<file path="src/hdl/lgf_pkg.sv">
package lgf_pkg;

   localparam int CoordWidth = 24;
   localparam int MaxGapDefault = 63;

   typedef enum logic [1:0] {
      KIND_MEASURED = 2'd0,
      KIND_INTERP   = 2'd1,
      KIND_HELD     = 2'd2,
      KIND_UNFILLED = 2'd3
   } kind_type;

   typedef enum logic [2:0] {
      ST_IDLE,
      ST_DIV_START,
      ST_DIV_WAIT,
      ST_EMIT,
      ST_LAST
   } state_type;

   // controller to datapath
   typedef struct packed {
      logic load;        // capture the accepted transfer
      logic clear_idx;   // restart the emit counter
      logic div_start;   // start the three divisions for the current index
      logic emit;        // load the output register
      logic step_idx;    // advance the emit counter
      logic last_sel;    // the current result is the closing one
      logic commit;      // update held state after the run
   } cmd_type;

   // datapath to controller
   typedef struct packed {
      logic need_div;    // run is interpolated
      logic run_empty;   // only the closing result remains
      logic idx_last;    // counter sits on the final filled result
      logic div_done;
      logic buffer_only; // transfer is counted and gives no result
   } status_type;

endpackage

</file>
<file path="src/hdl/lgf_divider.sv">
module lgf_divider (
   input  logic        clock,
   input  logic        reset,
   input  logic        start,
   input  logic [56:0] numer,   // non-negative dividend
   input  logic [7:0]  denom,
   output logic [56:0] quot,
   output logic        rem_zero,
   output logic        done
);
   import lgf_pkg::*;

   logic [56:0] q_ff, q_in;
   logic [8:0]  r_ff, r_in;
   logic [5:0]  cnt_ff, cnt_in;
   logic        busy_ff, busy_in;
   logic        done_ff, done_in;
   logic [8:0]  trial;

   // restoring division, one quotient bit a cycle
   always_comb begin
      q_in = q_ff;
      r_in = r_ff;
      cnt_in = cnt_ff;
      busy_in = busy_ff;
      done_in = 1'b0;
      trial = {r_ff[7:0], q_ff[56]};
      if (start) begin
         q_in = numer;
         r_in = '0;
         cnt_in = 6'd56;
         busy_in = 1'b1;
      end else if (busy_ff) begin
         if (trial >= {1'b0, denom}) begin
            r_in = trial - {1'b0, denom};
            q_in = {q_ff[55:0], 1'b1};
         end else begin
            r_in = trial;
            q_in = {q_ff[55:0], 1'b0};
         end
         cnt_in = cnt_ff - 6'd1;
         if (cnt_ff == 6'd0) begin
            busy_in = 1'b0;
            done_in = 1'b1;
         end
      end
   end

   always_ff @(posedge clock) begin
      q_ff <= q_in;
      r_ff <= r_in;
      cnt_ff <= cnt_in;
      if (reset) begin
         busy_ff <= 1'b0;
         done_ff <= 1'b0;
      end else begin
         busy_ff <= busy_in;
         done_ff <= done_in;
      end
   end

   assign quot = q_ff;
   assign rem_zero = (r_ff == '0);
   assign done = done_ff;

   property p_no_done_on_start;
      @(posedge clock) disable iff (reset) start |=> !done;
   endproperty
   a_no_done_on_start: assert property (p_no_done_on_start) else $error("done after start");

   property p_done_after_busy;
      @(posedge clock) disable iff (reset) done |-> $past(busy_ff);
   endproperty
   a_done_after_busy: assert property (p_done_after_busy) else $error("done without busy");

   property p_busy_count;
      @(posedge clock) disable iff (reset) (busy_ff && cnt_ff != 6'd0 && !start) |=> busy_ff;
   endproperty
   a_busy_count: assert property (p_busy_count) else $error("busy dropped early");

endmodule

</file>
<file path="src/hdl/lgf_datapath.sv">
module lgf_datapath #(
   parameter int MAX_GAP = lgf_pkg::MaxGapDefault
) (
   input  logic                  clock,
   input  logic                  reset,
   input  lgf_pkg::cmd_type      cmd,
   output lgf_pkg::status_type   status,
   input  logic signed [23:0]    req_pos_x,
   input  logic signed [23:0]    req_pos_y,
   input  logic signed [23:0]    req_pos_z,
   input  logic                  req_hidden,
   input  logic                  req_final_frame,
   output logic signed [23:0]    rsp_out_x,
   output logic signed [23:0]    rsp_out_y,
   output logic signed [23:0]    rsp_out_z,
   output logic                  rsp_out_hidden,
   output logic [1:0]            rsp_fill_kind,
   output logic                  rsp_run_end,
   output logic                  rsp_sequence_end
);
   import lgf_pkg::*;

   logic signed [23:0] held_x_ff, held_y_ff, held_z_ff;
   logic               seen_ff, given_up_ff;
   logic [6:0]         pend_ff, pend_in;
   logic signed [23:0] nx_ff, ny_ff, nz_ff;
   logic               nhid_ff, nfin_ff;
   logic [6:0]         nfill_ff;     // filled results before the closing one
   kind_type           kind_ff;
   logic               interp_ff;
   logic               close_ff;     // closing result is the new visible frame
   logic signed [23:0] fx_ff, fy_ff, fz_ff;
   logic [6:0]         idx_ff;
   logic               give_up, do_buffer;
   logic [7:0]         den;

   logic signed [24:0] dx_ff, dy_ff, dz_ff;
   logic [56:0]        numx, numy, numz, qx, qy, qz;
   logic               negx_ff, negy_ff, negz_ff;
   logic               dnx, dny, dnz;
   logic               rzx, rzy, rzz;
   logic signed [32:0] prod [3];
   logic signed [57:0] sprod [3];
   logic [57:0]        mag [3];
   logic signed [24:0] dsel [3];

   assign give_up = given_up_ff || (pend_ff >= 7'(MAX_GAP));
   assign do_buffer = req_hidden && !give_up && !req_final_frame;
   assign den = {1'b0, nfill_ff} + 8'd1;

   always_comb begin
      pend_in = pend_ff;
      if (do_buffer) pend_in = pend_ff + 7'd1;
   end

   always_ff @(posedge clock) begin
      if (reset) begin
         held_x_ff <= '0;
         held_y_ff <= '0;
         held_z_ff <= '0;
         seen_ff <= 1'b0;
         given_up_ff <= 1'b0;
         pend_ff <= '0;
      end else if (cmd.load && do_buffer) begin
         pend_ff <= pend_in;
      end else if (cmd.commit) begin
         if (nfin_ff) begin
            held_x_ff <= '0;
            held_y_ff <= '0;
            held_z_ff <= '0;
            seen_ff <= 1'b0;
            given_up_ff <= 1'b0;
         end else if (!nhid_ff) begin
            held_x_ff <= nx_ff;
            held_y_ff <= ny_ff;
            held_z_ff <= nz_ff;
            seen_ff <= 1'b1;
            given_up_ff <= 1'b0;
         end else if (kind_ff == KIND_UNFILLED && given_up_ff | interp_ff) begin
            given_up_ff <= 1'b1;
         end
         pend_ff <= '0;
      end
   end

   // run description of the accepted transfer
   always_ff @(posedge clock) begin
      if (cmd.load) begin
         nx_ff <= req_pos_x;
         ny_ff <= req_pos_y;
         nz_ff <= req_pos_z;
         nhid_ff <= req_hidden;
         nfin_ff <= req_final_frame;
         dx_ff <= 25'(req_pos_x) - 25'(held_x_ff);
         dy_ff <= 25'(req_pos_y) - 25'(held_y_ff);
         dz_ff <= 25'(req_pos_z) - 25'(held_z_ff);
         if (req_hidden) begin
            // flush: pending frames and this one, all held or unfilled
            nfill_ff <= pend_ff;
            close_ff <= 1'b0;
            interp_ff <= give_up;  // reused as give-up mark for the commit
            kind_ff <= (!give_up && seen_ff) ? KIND_HELD : KIND_UNFILLED;
            fx_ff <= seen_ff ? held_x_ff : '0;
            fy_ff <= seen_ff ? held_y_ff : '0;
            fz_ff <= seen_ff ? held_z_ff : '0;
         end else begin
            close_ff <= 1'b1;
            if (pend_ff != '0 && !given_up_ff) begin
               nfill_ff <= pend_ff;
               interp_ff <= seen_ff;
               kind_ff <= seen_ff ? KIND_INTERP : KIND_HELD;
            end else begin
               nfill_ff <= '0;
               interp_ff <= 1'b0;
               kind_ff <= KIND_MEASURED;
            end
            fx_ff <= req_pos_x;
            fy_ff <= req_pos_y;
            fz_ff <= req_pos_z;
         end
      end
   end

   always_ff @(posedge clock) begin
      if (cmd.clear_idx) idx_ff <= 7'd1;
      else if (cmd.step_idx) idx_ff <= idx_ff + 7'd1;
   end

   // 2*d*i + den made non-negative, sign kept aside; floor fixed after division
   assign dsel[0] = dx_ff;
   assign dsel[1] = dy_ff;
   assign dsel[2] = dz_ff;
   always_comb begin
      for (int k = 0; k < 3; k++) begin
         prod[k] = 33'(dsel[k]) * 33'(signed'({1'b0, idx_ff}));
         sprod[k] = (58'(prod[k]) <<< 1) + 58'(den);
         mag[k] = sprod[k][57] ? 58'(-sprod[k]) : 58'(sprod[k]);
      end
   end

   always_ff @(posedge clock) begin
      if (cmd.div_start) begin
         negx_ff <= sprod[0][57];
         negy_ff <= sprod[1][57];
         negz_ff <= sprod[2][57];
      end
   end

   // the divisor is 2*den, so halve the dividend instead and fold the lost bit
   // into the floor correction for negatives
   logic [56:0] magq [3];
   logic        magl [3];
   logic        magl_ff [3];
   always_comb begin
      for (int k = 0; k < 3; k++) begin
         magq[k] = mag[k][57:1];
         magl[k] = mag[k][0];
      end
   end
   always_ff @(posedge clock) begin
      if (cmd.div_start) begin
         for (int k = 0; k < 3; k++) magl_ff[k] <= magl[k];
      end
   end

   assign numx = magq[0];
   assign numy = magq[1];
   assign numz = magq[2];

   lgf_divider u_divx (.clock, .reset, .start(cmd.div_start), .numer(numx), .denom(den),
                       .quot(qx), .rem_zero(rzx), .done(dnx));
   lgf_divider u_divy (.clock, .reset, .start(cmd.div_start), .numer(numy), .denom(den),
                       .quot(qy), .rem_zero(rzy), .done(dny));
   lgf_divider u_divz (.clock, .reset, .start(cmd.div_start), .numer(numz), .denom(den),
                       .quot(qz), .rem_zero(rzz), .done(dnz));

   // exact when the divider remainder and the dropped bit are both zero;
   // otherwise floor needs one more for negatives
   function automatic logic signed [24:0] fix_q(input logic [56:0] q, input logic neg,
                                                input logic lsb, input logic rz);
      logic exact;
      exact = rz && !lsb;
      if (!neg) fix_q = 25'(q);
      else if (exact) fix_q = -25'(q);
      else fix_q = -25'(q) - 25'sd1;
   endfunction

   always_ff @(posedge clock) begin
      if (cmd.emit) begin
         if (cmd.last_sel) begin
            rsp_out_x <= close_ff ? nx_ff : fx_ff;
            rsp_out_y <= close_ff ? ny_ff : fy_ff;
            rsp_out_z <= close_ff ? nz_ff : fz_ff;
            rsp_out_hidden <= nhid_ff;
            rsp_fill_kind <= close_ff ? KIND_MEASURED : kind_ff;
            rsp_run_end <= 1'b1;
            rsp_sequence_end <= nfin_ff;
         end else begin
            if (interp_ff && close_ff) begin
               rsp_out_x <= 24'(25'(held_x_ff) + fix_q(qx, negx_ff, magl_ff[0], rzx));
               rsp_out_y <= 24'(25'(held_y_ff) + fix_q(qy, negy_ff, magl_ff[1], rzy));
               rsp_out_z <= 24'(25'(held_z_ff) + fix_q(qz, negz_ff, magl_ff[2], rzz));
            end else begin
               rsp_out_x <= fx_ff;
               rsp_out_y <= fy_ff;
               rsp_out_z <= fz_ff;
            end
            rsp_out_hidden <= 1'b1;
            rsp_fill_kind <= kind_ff;
            rsp_run_end <= 1'b0;
            rsp_sequence_end <= 1'b0;
         end
      end
   end

   assign status.need_div = interp_ff && close_ff;
   assign status.run_empty = (nfill_ff == '0);
   assign status.idx_last = (idx_ff >= nfill_ff);
   assign status.div_done = dnx;
   assign status.buffer_only = do_buffer;

   property p_pend_bound;
      @(posedge clock) disable iff (reset) pend_ff <= 7'(MAX_GAP);
   endproperty
   a_pend_bound: assert property (p_pend_bound) else $error("pending count overflow");

   property p_div_lockstep;
      @(posedge clock) disable iff (reset) (dnx == dny) && (dny == dnz);
   endproperty
   a_div_lockstep: assert property (p_div_lockstep) else $error("dividers out of step");

   property p_commit_clears;
      @(posedge clock) disable iff (reset) cmd.commit |=> pend_ff == '0;
   endproperty
   a_commit_clears: assert property (p_commit_clears) else $error("pending not cleared");

endmodule

</file>
<file path="src/hdl/lgf_control.sv">
module lgf_control (
   input  logic                  clock,
   input  logic                  reset,
   input  logic                  req_valid,
   output logic                  req_stall,
   output logic                  rsp_valid,
   input  logic                  rsp_stall,
   input  lgf_pkg::status_type   status,
   output lgf_pkg::cmd_type      cmd
);
   import lgf_pkg::*;

   state_type state_ff, state_in;
   logic      rv_ff, rv_in;
   logic      free;
   logic      acc;

   // output register can take a new result when empty or being drained
   assign free = !rv_ff || !rsp_stall;
   assign acc = req_valid && (state_ff == ST_IDLE);

   always_comb begin
      state_in = state_ff;
      case (state_ff)
         ST_IDLE: begin
            if (req_valid && !status.buffer_only) begin
               if (status.need_div) state_in = ST_DIV_START;
               else state_in = ST_DIV_START;
            end
         end
         ST_DIV_START: begin
            if (status.run_empty) state_in = ST_LAST;
            else if (status.need_div) state_in = ST_DIV_WAIT;
            else state_in = ST_EMIT;
         end
         ST_DIV_WAIT: if (status.div_done) state_in = ST_EMIT;
         ST_EMIT: begin
            if (free) begin
               if (status.idx_last) state_in = ST_LAST;
               else if (status.need_div) state_in = ST_DIV_START;
            end
         end
         ST_LAST: if (free) state_in = ST_IDLE;
         default: state_in = ST_IDLE;
      endcase
   end

   always_comb begin
      cmd = '0;
      rv_in = rv_ff && rsp_stall;
      case (state_ff)
         ST_IDLE: begin
            cmd.load = acc;
            cmd.clear_idx = 1'b1;
         end
         ST_DIV_START: cmd.div_start = status.need_div && !status.run_empty;
         ST_EMIT: begin
            if (free) begin
               cmd.emit = 1'b1;
               cmd.step_idx = 1'b1;
               rv_in = 1'b1;
            end
         end
         ST_LAST: begin
            if (free) begin
               cmd.emit = 1'b1;
               cmd.last_sel = 1'b1;
               cmd.commit = 1'b1;
               rv_in = 1'b1;
            end
         end
         default: ;
      endcase
   end

   always_ff @(posedge clock) begin
      if (reset) begin
         state_ff <= ST_IDLE;
         rv_ff <= 1'b0;
      end else begin
         state_ff <= state_in;
         rv_ff <= rv_in;
      end
   end

   assign req_stall = (state_ff != ST_IDLE);
   assign rsp_valid = rv_ff;

   property p_emit_when_free;
      @(posedge clock) disable iff (reset) cmd.emit |-> free;
   endproperty
   a_emit_when_free: assert property (p_emit_when_free) else $error("result overwritten");

   property p_commit_leaves;
      @(posedge clock) disable iff (reset) cmd.commit |=> state_ff == ST_IDLE;
   endproperty
   a_commit_leaves: assert property (p_commit_leaves) else $error("commit without return");

   property p_load_idle;
      @(posedge clock) disable iff (reset) cmd.load |-> !req_stall;
   endproperty
   a_load_idle: assert property (p_load_idle) else $error("load while busy");

endmodule

</file>
<file path="src/hdl/linear_gap_fill.sv">
// a visible or flushing transfer emits its results from the captured run; each interpolated
// result first waits for the three dividers (57-step divider)
// a buffered occluded frame is only counted and the block stays idle for the next frame;
// otherwise the input stalls until every result of the run has been sent, plus any output stall
// reset: synchronous, active high; clears held frame, pending count and handshake state
module linear_gap_fill #(
   parameter int MAX_GAP = lgf_pkg::MaxGapDefault
) (
   input  logic               clock,
   input  logic               reset,
   input  logic               req_valid,
   output logic               req_stall,
   input  logic signed [23:0] req_pos_x,
   input  logic signed [23:0] req_pos_y,
   input  logic signed [23:0] req_pos_z,
   input  logic               req_hidden,
   input  logic               req_final_frame,
   output logic               rsp_valid,
   input  logic               rsp_stall,
   output logic signed [23:0] rsp_out_x,
   output logic signed [23:0] rsp_out_y,
   output logic signed [23:0] rsp_out_z,
   output logic               rsp_out_hidden,
   output logic [1:0]         rsp_fill_kind,
   output logic               rsp_run_end,
   output logic               rsp_sequence_end
);
   import lgf_pkg::*;

   cmd_type    cmd;
   status_type status;

   lgf_control u_control (
      .clock, .reset, .req_valid, .req_stall, .rsp_valid, .rsp_stall, .status, .cmd
   );

   lgf_datapath #(.MAX_GAP(MAX_GAP)) u_datapath (
      .clock, .reset, .cmd, .status,
      .req_pos_x, .req_pos_y, .req_pos_z, .req_hidden, .req_final_frame,
      .rsp_out_x, .rsp_out_y, .rsp_out_z, .rsp_out_hidden, .rsp_fill_kind,
      .rsp_run_end, .rsp_sequence_end
   );

endmodule
</file>
<file path="config.mk">
export PLATFORM = sky130hd
export DESIGN_NAME = linear_gap_fill
export DESIGN_NICKNAME = d
export VERILOG_FILES = /design/src/hdl/lgf_pkg.sv /design/src/hdl/lgf_divider.sv /design/src/hdl/lgf_datapath.sv /design/src/hdl/lgf_control.sv /design/src/hdl/linear_gap_fill.sv
export SDC_FILE = /design/constraint.sdc
export NUM_CORES = 2
export LEC_CHECK = 0
export BUFFER_PORTS_ARGS = -buffer_cell sky130_fd_sc_hd__buf_2
export CELL_PAD_IN_SITES_DETAIL_PLACEMENT = 0
export CELL_PAD_IN_SITES_GLOBAL_PLACEMENT = 1
export CORE_ASPECT_RATIO = 1.25
export CORE_MARGIN = 2
export CORE_UTILIZATION = 25
export CTS_BUF_LIST = sky130_fd_sc_hd__clkbuf_4 sky130_fd_sc_hd__clkbuf_8
export DETAILED_ROUTE_END_ITERATION = 12
export PLACE_DENSITY_LB_ADDON = 0.08
export RECOVER_POWER = 100
export REMOVE_ABC_BUFFERS = 1
export SYNTH_ARGS = -nofsm -noshare
export SYNTH_HDL_FRONTEND = slang
export SYNTH_HIERARCHICAL = 1
export SYNTH_SLANG_ARGS = --single-unit
</file>
<file path="constraint.sdc">
create_clock -name clock -period 7.9 [get_ports clock]
set_input_delay 0.395 -clock clock [delete_from_list [all_inputs] [get_ports clock]]
set_output_delay 0.395 -clock clock [all_outputs]
set_load 0.01 [all_outputs]
</file>
==> Yosys cells after proc, flatten, opt, wreduce, memory -nomap -nowiden <==
Memory sizes are Yosys's and may differ from the RTL's.
Cells that the tools add are included.
{ "word_totals": {"elab_cells": 246, "register_bits": 624, "latch_bits": 0, "memories": 1, "mem_bits_rw": 3, "rom_bits": 0} }
{ "mem_list": {"columns": ["name", "words", "word_bits", "read_ports", "rd_clocked_by_memory_dff", "wr", "line_no", "rtl"], "rows": [
  ["u_datapath.magl_ff", 3, 1, 3, 0, 3, "lgf_datapath.sv:153", "logic magl_ff [3];"]
]} }
{ "op_classes": {"mux": 101, "n_reduce_logical": 46, "order_cmp": 5, "div_mod_pow": 0, "n_mul": 3, "eq_ne": 13, "addsub": 27, "bitwise": 3, "shifts": 0} }
{ "op_table": {"columns": ["op", "n"], "rows": [
  ["$mux 24", 36],
  ["$mux 57", 6],
  ["$mux 58", 3],
  ["$neg 58->58", 3],
  ["$add 34x9->35", 3],
  ["$mul 25x8->33", 3],
  ["$sub 24x24->25", 3],
  ["$add 24x24->24", 3],
  ["$neg 24->24", 3],
  ["$sub 24x1->24 const B", 3],
  ["$mux 7", 5],
  ["$mux 1", 31],
  ["$ge 9x8->1", 3],
  ["$logic_not 9->1", 3],
  ["$mux 9", 3],
  ["$sub 9x8->9", 3],
  ["$mux 3", 7],
  ["$logic_not 6->1", 3],
  ["$sub 6x1->6 const B", 3],
  ["$mux 2", 8],
  ["$pmux 3 s5", 1],
  ["$add 7x1->7 const B", 2],
  ["$logic_and 1x1->1", 14],
  ["$logic_not 1->1", 10],
  ["other kinds (25)", 36]
]} }

==> Depth between registers and ports, before layout <==
An unclocked memory read counts as a cell.
{ "logic_depth": {"word_depth": 11, "ltp_mapped": 29, "depth_no_buf": 27} }

==> Cells and area by module <==
Netlist, hierarchy kept.
{ "modules_own_cells": {"columns": ["module", "area_each_um2", "n_inst", "cells_each", "seq_area_each_um2"], "rows": [
  ["lgf_datapath", 50498.4, 1, 5851, 11220.8],
  ["lgf_divider (u_datapath.u_divx ...)", 3580.9, 2, 267, 2052.0],
  ["lgf_divider (u_datapath.u_divz)", 3582.2, 1, 268, 2052.0],
  ["lgf_control", 334.1, 1, 39, 80.1]
]} }

==> Least setup slack after synthesis <==
OpenSTA, ideal clock, no wires.
{ "synth_path": {"path_kind": "reg2reg", "startpoint": "reg u_control.state_ff[0]", "endpoint": "reg u_datapath.held_x_ff[0]", "setup_slack_ps": -668, "stages_incl_launch_ff": 12, "t_arrival_ps": 8509, "path_buffers": 3, "synth_period_minus_slack_ps": 8568, "required_ps": 7840, "cell_sequence": "dfxtp_1 buf_4 or3_2 inv_1 and2_1 nand2_1 nand2_1 a21oi_1 nor2_1 clkbuf_1 clkbuf_1 a22o_1"} }
{ "synth_rtl": {"columns": ["element", "line_no", "rtl"], "rows": [
  ["start: declaration", "lgf_control.sv:13", "state_type state_ff, state_in;"],
  ["start signal: assignment", "lgf_control.sv:81", "state_ff <= state_in;"],
  ["end signal: assignment", "lgf_datapath.sv:74", "held_x_ff <= nx_ff;"],
  ["end: declaration", "lgf_datapath.sv:23", "logic signed [23:0] held_x_ff, held_y_ff, held_z_ff;"]
]} }

==> metrics.txt <==
# TYPE chip_impl_metric gauge
chip_impl_info{name="run_status",value="finished, violations left"} 1
chip_impl_info{name="violations",value="max-capacitance violations, max-slew violations"} 1
chip_impl_metric{name="cts_setup_buffers",unit=""} 0
chip_impl_info{name="kind_of_start_point_of_the_critical_path",value="flip-flop"} 1
chip_impl_metric{name="dpl_cell_area",unit="mm2"} 0.0673
chip_impl_metric{name="total_of_warnings_raised_by_yosys",unit=""} 6
chip_impl_metric{name="slew_headroom",unit="%"} -145
chip_impl_metric{name="cell_rows",unit=""} 203
chip_impl_info{name="layout_commonest_cell",value="sky130_fd_sc_hd__inv_1"} 1
chip_impl_metric{name="syn2layout_area_growth",unit="%"} 14.9
chip_impl_info{name="critical_path.endpoint_type",value="flip-flop"} 1
chip_impl_metric{name="grt_max_degree",unit=""} 58
chip_impl_metric{name="stdcell_area",unit="mm2"} 0.0707
chip_impl_metric{name="drt_iter0_drc",unit=""} 2352
chip_impl_metric{name="cts_buffer_depth",unit=""} 4
chip_impl_metric{name="vias_in_the_first_global_route",unit=""} 51400
chip_impl_info{name="most_frequent_cell_on_the_critical_path",value="sky130_fd_sc_hd__fa_1"} 1
chip_impl_metric{name="fraction_of_final_layout_cells_with_drive_strength_greater_than_1",unit="%"} 9.70
chip_impl_info{name="crit_chain",value="buf_12 > nand2_1 > fa_1 > inv_1 > fa_1 > fa_1 > inv_1 > fa_1 > inv_1 > ha_1 > a21o_1 > a31oi_1 > o221a_2 > nand2_1 > or4b_2 > o311a_2 > nor4_4 > nand2_2 > or4_1 > xor2_1 > o41ai_2 > xnor2_1 > mux2_2"} 1
chip_impl_metric{name="tritoncts.num_buffers",unit=""} 140
chip_impl_info{name="unrepaired_setup_endpoints_after_global_routing",value="false"} 1
chip_impl_info{name="critical-path-top-delay-family",value="adder cells"} 1
chip_impl_metric{name="timing.final.hold_violations",unit=""} 0
chip_impl_metric{name="critical_path_peak_fanout",unit=""} 28
chip_impl_info{name="min_path_type",value="in -> reg"} 1
chip_impl_metric{name="irDropWorstVdd",unit="V"} 0.000135
chip_impl_metric{name="syn-instance-count",unit=""} 6688
chip_impl_info{name="crit_slowest_cell",value="sky130_fd_sc_hd__or4b_2"} 1
chip_impl_metric{name="drt_wl_total",unit="um"} 213000
chip_impl_metric{name="timing.clock.skew",unit="ps"} 97.5
chip_impl_metric{name="firstDrtPassIters",unit=""} 7
chip_impl_metric{name="grt_remaining_overflow",unit=""} 0
chip_impl_metric{name="tns",unit="ps"} 0
chip_impl_metric{name="place.detailed.hpwl",unit="um"} 166000
chip_impl_info{name="final_cell_mix",value="sky130_fd_sc_hd__inv_1, sky130_fd_sc_hd__edfxtp_1, sky130_fd_sc_hd__and2_1, sky130_fd_sc_hd__nor2_1, sky130_fd_sc_hd__nand2_1"} 1
chip_impl_metric{name="detailedPlace.worstSlack",unit="ps"} 337
chip_impl_metric{name="timing.final.crit_period",unit="ps"} 7540
chip_impl_metric{name="timing.final.crit_share",unit="%"} 95.4
chip_impl_metric{name="routed-via-count",unit=""} 49000
chip_impl_metric{name="place_congestion",unit=""} 0.787
chip_impl_metric{name="number_of_design_rule_violations_left_after_detail_routing",unit=""} 0
chip_impl_metric{name="post_drt_via_cell_ratio",unit=""} 4.69
chip_impl_metric{name="report.final.slew_viol_count",unit=""} 758
chip_impl_info{name="setup_crit_path_kind",value="reg -> reg"} 1
chip_impl_metric{name="grt_first_pass_wirelength",unit="um"} 322000
chip_impl_metric{name="buffer_ports.inserted",unit=""} 156
chip_impl_metric{name="detail_route.wl_per_cell",unit="um"} 20.4
chip_impl_metric{name="chipWidth",unit="um"} 448
chip_impl_metric{name="htree_num_levels",unit=""} 4
chip_impl_metric{name="postSynthAreaPerCell",unit="um2"} 9.20
chip_impl_metric{name="die-height",unit="um"} 559
chip_impl_metric{name="final_net_count",unit=""} 7955
chip_impl_metric{name="ioPinCount",unit=""} 157
chip_impl_metric{name="antenna_found_initial",unit=""} 27
chip_impl_metric{name="cts_sink_cnt",unit=""} 627
chip_impl_metric{name="grt_usage",unit="%"} 17.0
chip_impl_metric{name="crit_buf_inv",unit=""} 4
chip_impl_metric{name="worst-endpoint-arrival",unit="ps"} 8220
chip_impl_metric{name="design.core.area",unit="mm2"} 0.245
chip_impl_info{name="tritoncts",value="yes"} 1
chip_impl_metric{name="setup_viol",unit=""} 0
chip_impl_metric{name="worst_pin_slew",unit="ps"} 3680
chip_impl_metric{name="postLayoutSetupSlackWorst",unit="ps"} 362
chip_impl_metric{name="die-area",unit="mm2"} 0.250
chip_impl_metric{name="mappedNetlistArea",unit="mm2"} 0.0615
chip_impl_metric{name="clk_transition_reported_paths",unit="ps"} 60
chip_impl_metric{name="fmax",unit="MHz"} 133
chip_impl_metric{name="power.density",unit="mW/mm2"} 261
chip_impl_metric{name="cap_violations",unit=""} 21
chip_impl_metric{name="critical-path-max-stage-delay",unit="ps"} 620
chip_impl_metric{name="number_of_inserted_filler_cells_in_the_final_layout",unit=""} 26100
chip_impl_metric{name="ant_nets",unit=""} 0
chip_impl_info{name="clk_root_buffer_cell",value="sky130_fd_sc_hd__clkbuf_8"} 1
chip_impl_metric{name="power.static_leakage",unit="uW"} 0.0288
chip_impl_metric{name="critPathRequiredTime",unit="ps"} 8580
chip_impl_metric{name="clkLatencyLatePin",unit="ps"} 960
chip_impl_metric{name="initial_utilization",unit="%"} 25.2
[registers in the layout, indices dropped and copies added, names as in the netlist, 25 cells and up]
| name | count |
|---|---|
| u_datapath/u_divx/quot | 57 |
| u_datapath/u_divy/quot | 57 |
| u_datapath/u_divz/quot | 57 |
| u_datapath/dy_ff | 25 |
| u_datapath/dz_ff | 25 |
| u_datapath/dx_ff | 25 |
[power by group]
group / internal, uW / leakage, uW / switching, uW / total (uW)
clock network: 2280 / 0.00153 / 1790 / 4060
logic: 3570 / 0.0216 / 5560 / 9130
registers: 4560 / 0.00569 / 713 / 5270
[routing by layer]
layer	vias up	wire [um]	GRT usage, %
met2	688	108000	30.4
met1	24200	90700	20.6
li1	23800	-	-
met3	283	7270	2.28
met4	6	7620	5.99
met5	-	37	0
[what timing repair did]
action                                  CTS  global route
hold endpoints to repair                191             0
endpoints found under the setup margin    0            25
resized for setup                         0             6
hold buffers                             78             0
[metrics by stage]
step	total power, uW	hold slack, ps	utilization (%)	instances
CTS	18900	95.4	29.0	10400
global route	20000	236	28.9	10400
finish	18500	269	28.9	10500
detailed placement	14600	479	27.5	10100
global placement	14600	468	27.5	10100
floorplan	11500	459	-	6494
[final cells by class]
class                      instances  area (um2)  share of cell area [%]
inverter                         842        3160                    4.47
multi-input combinational       5025       40200                    56.9
timing repair buffer             425        2850                    4.03
tap                             3280        4100                    5.80
sequential                       627       17400                    24.7
clock inverter                    41         395                   0.559
clock buffer                     204        2520                    3.56
antenna                            9        22.5                  0.0319
[final timing paths]
check,start,cells after the start,endpoint,slack [ps]
max,u_datapath/idx_ff[4]$_SDFFE_PP0P_,23,u_datapath/u_divz/quot[32]$_DFFE_PP_,360
min,req_pos_z[0],2,u_datapath/nz_ff[0]$_DFFE_PP_,270
max reg2reg,u_datapath/idx_ff[4]$_SDFFE_PP0P_,23,u_datapath/u_divz/quot[32]$_DFFE_PP_,360
min reg2reg,u_datapath/u_divy/r_ff[8]$_SDFFE_PP0P_,2,u_datapath/u_divy/r_ff[8]$_SDFFE_PP0P_,480
(Power assumes the default switching activity.)
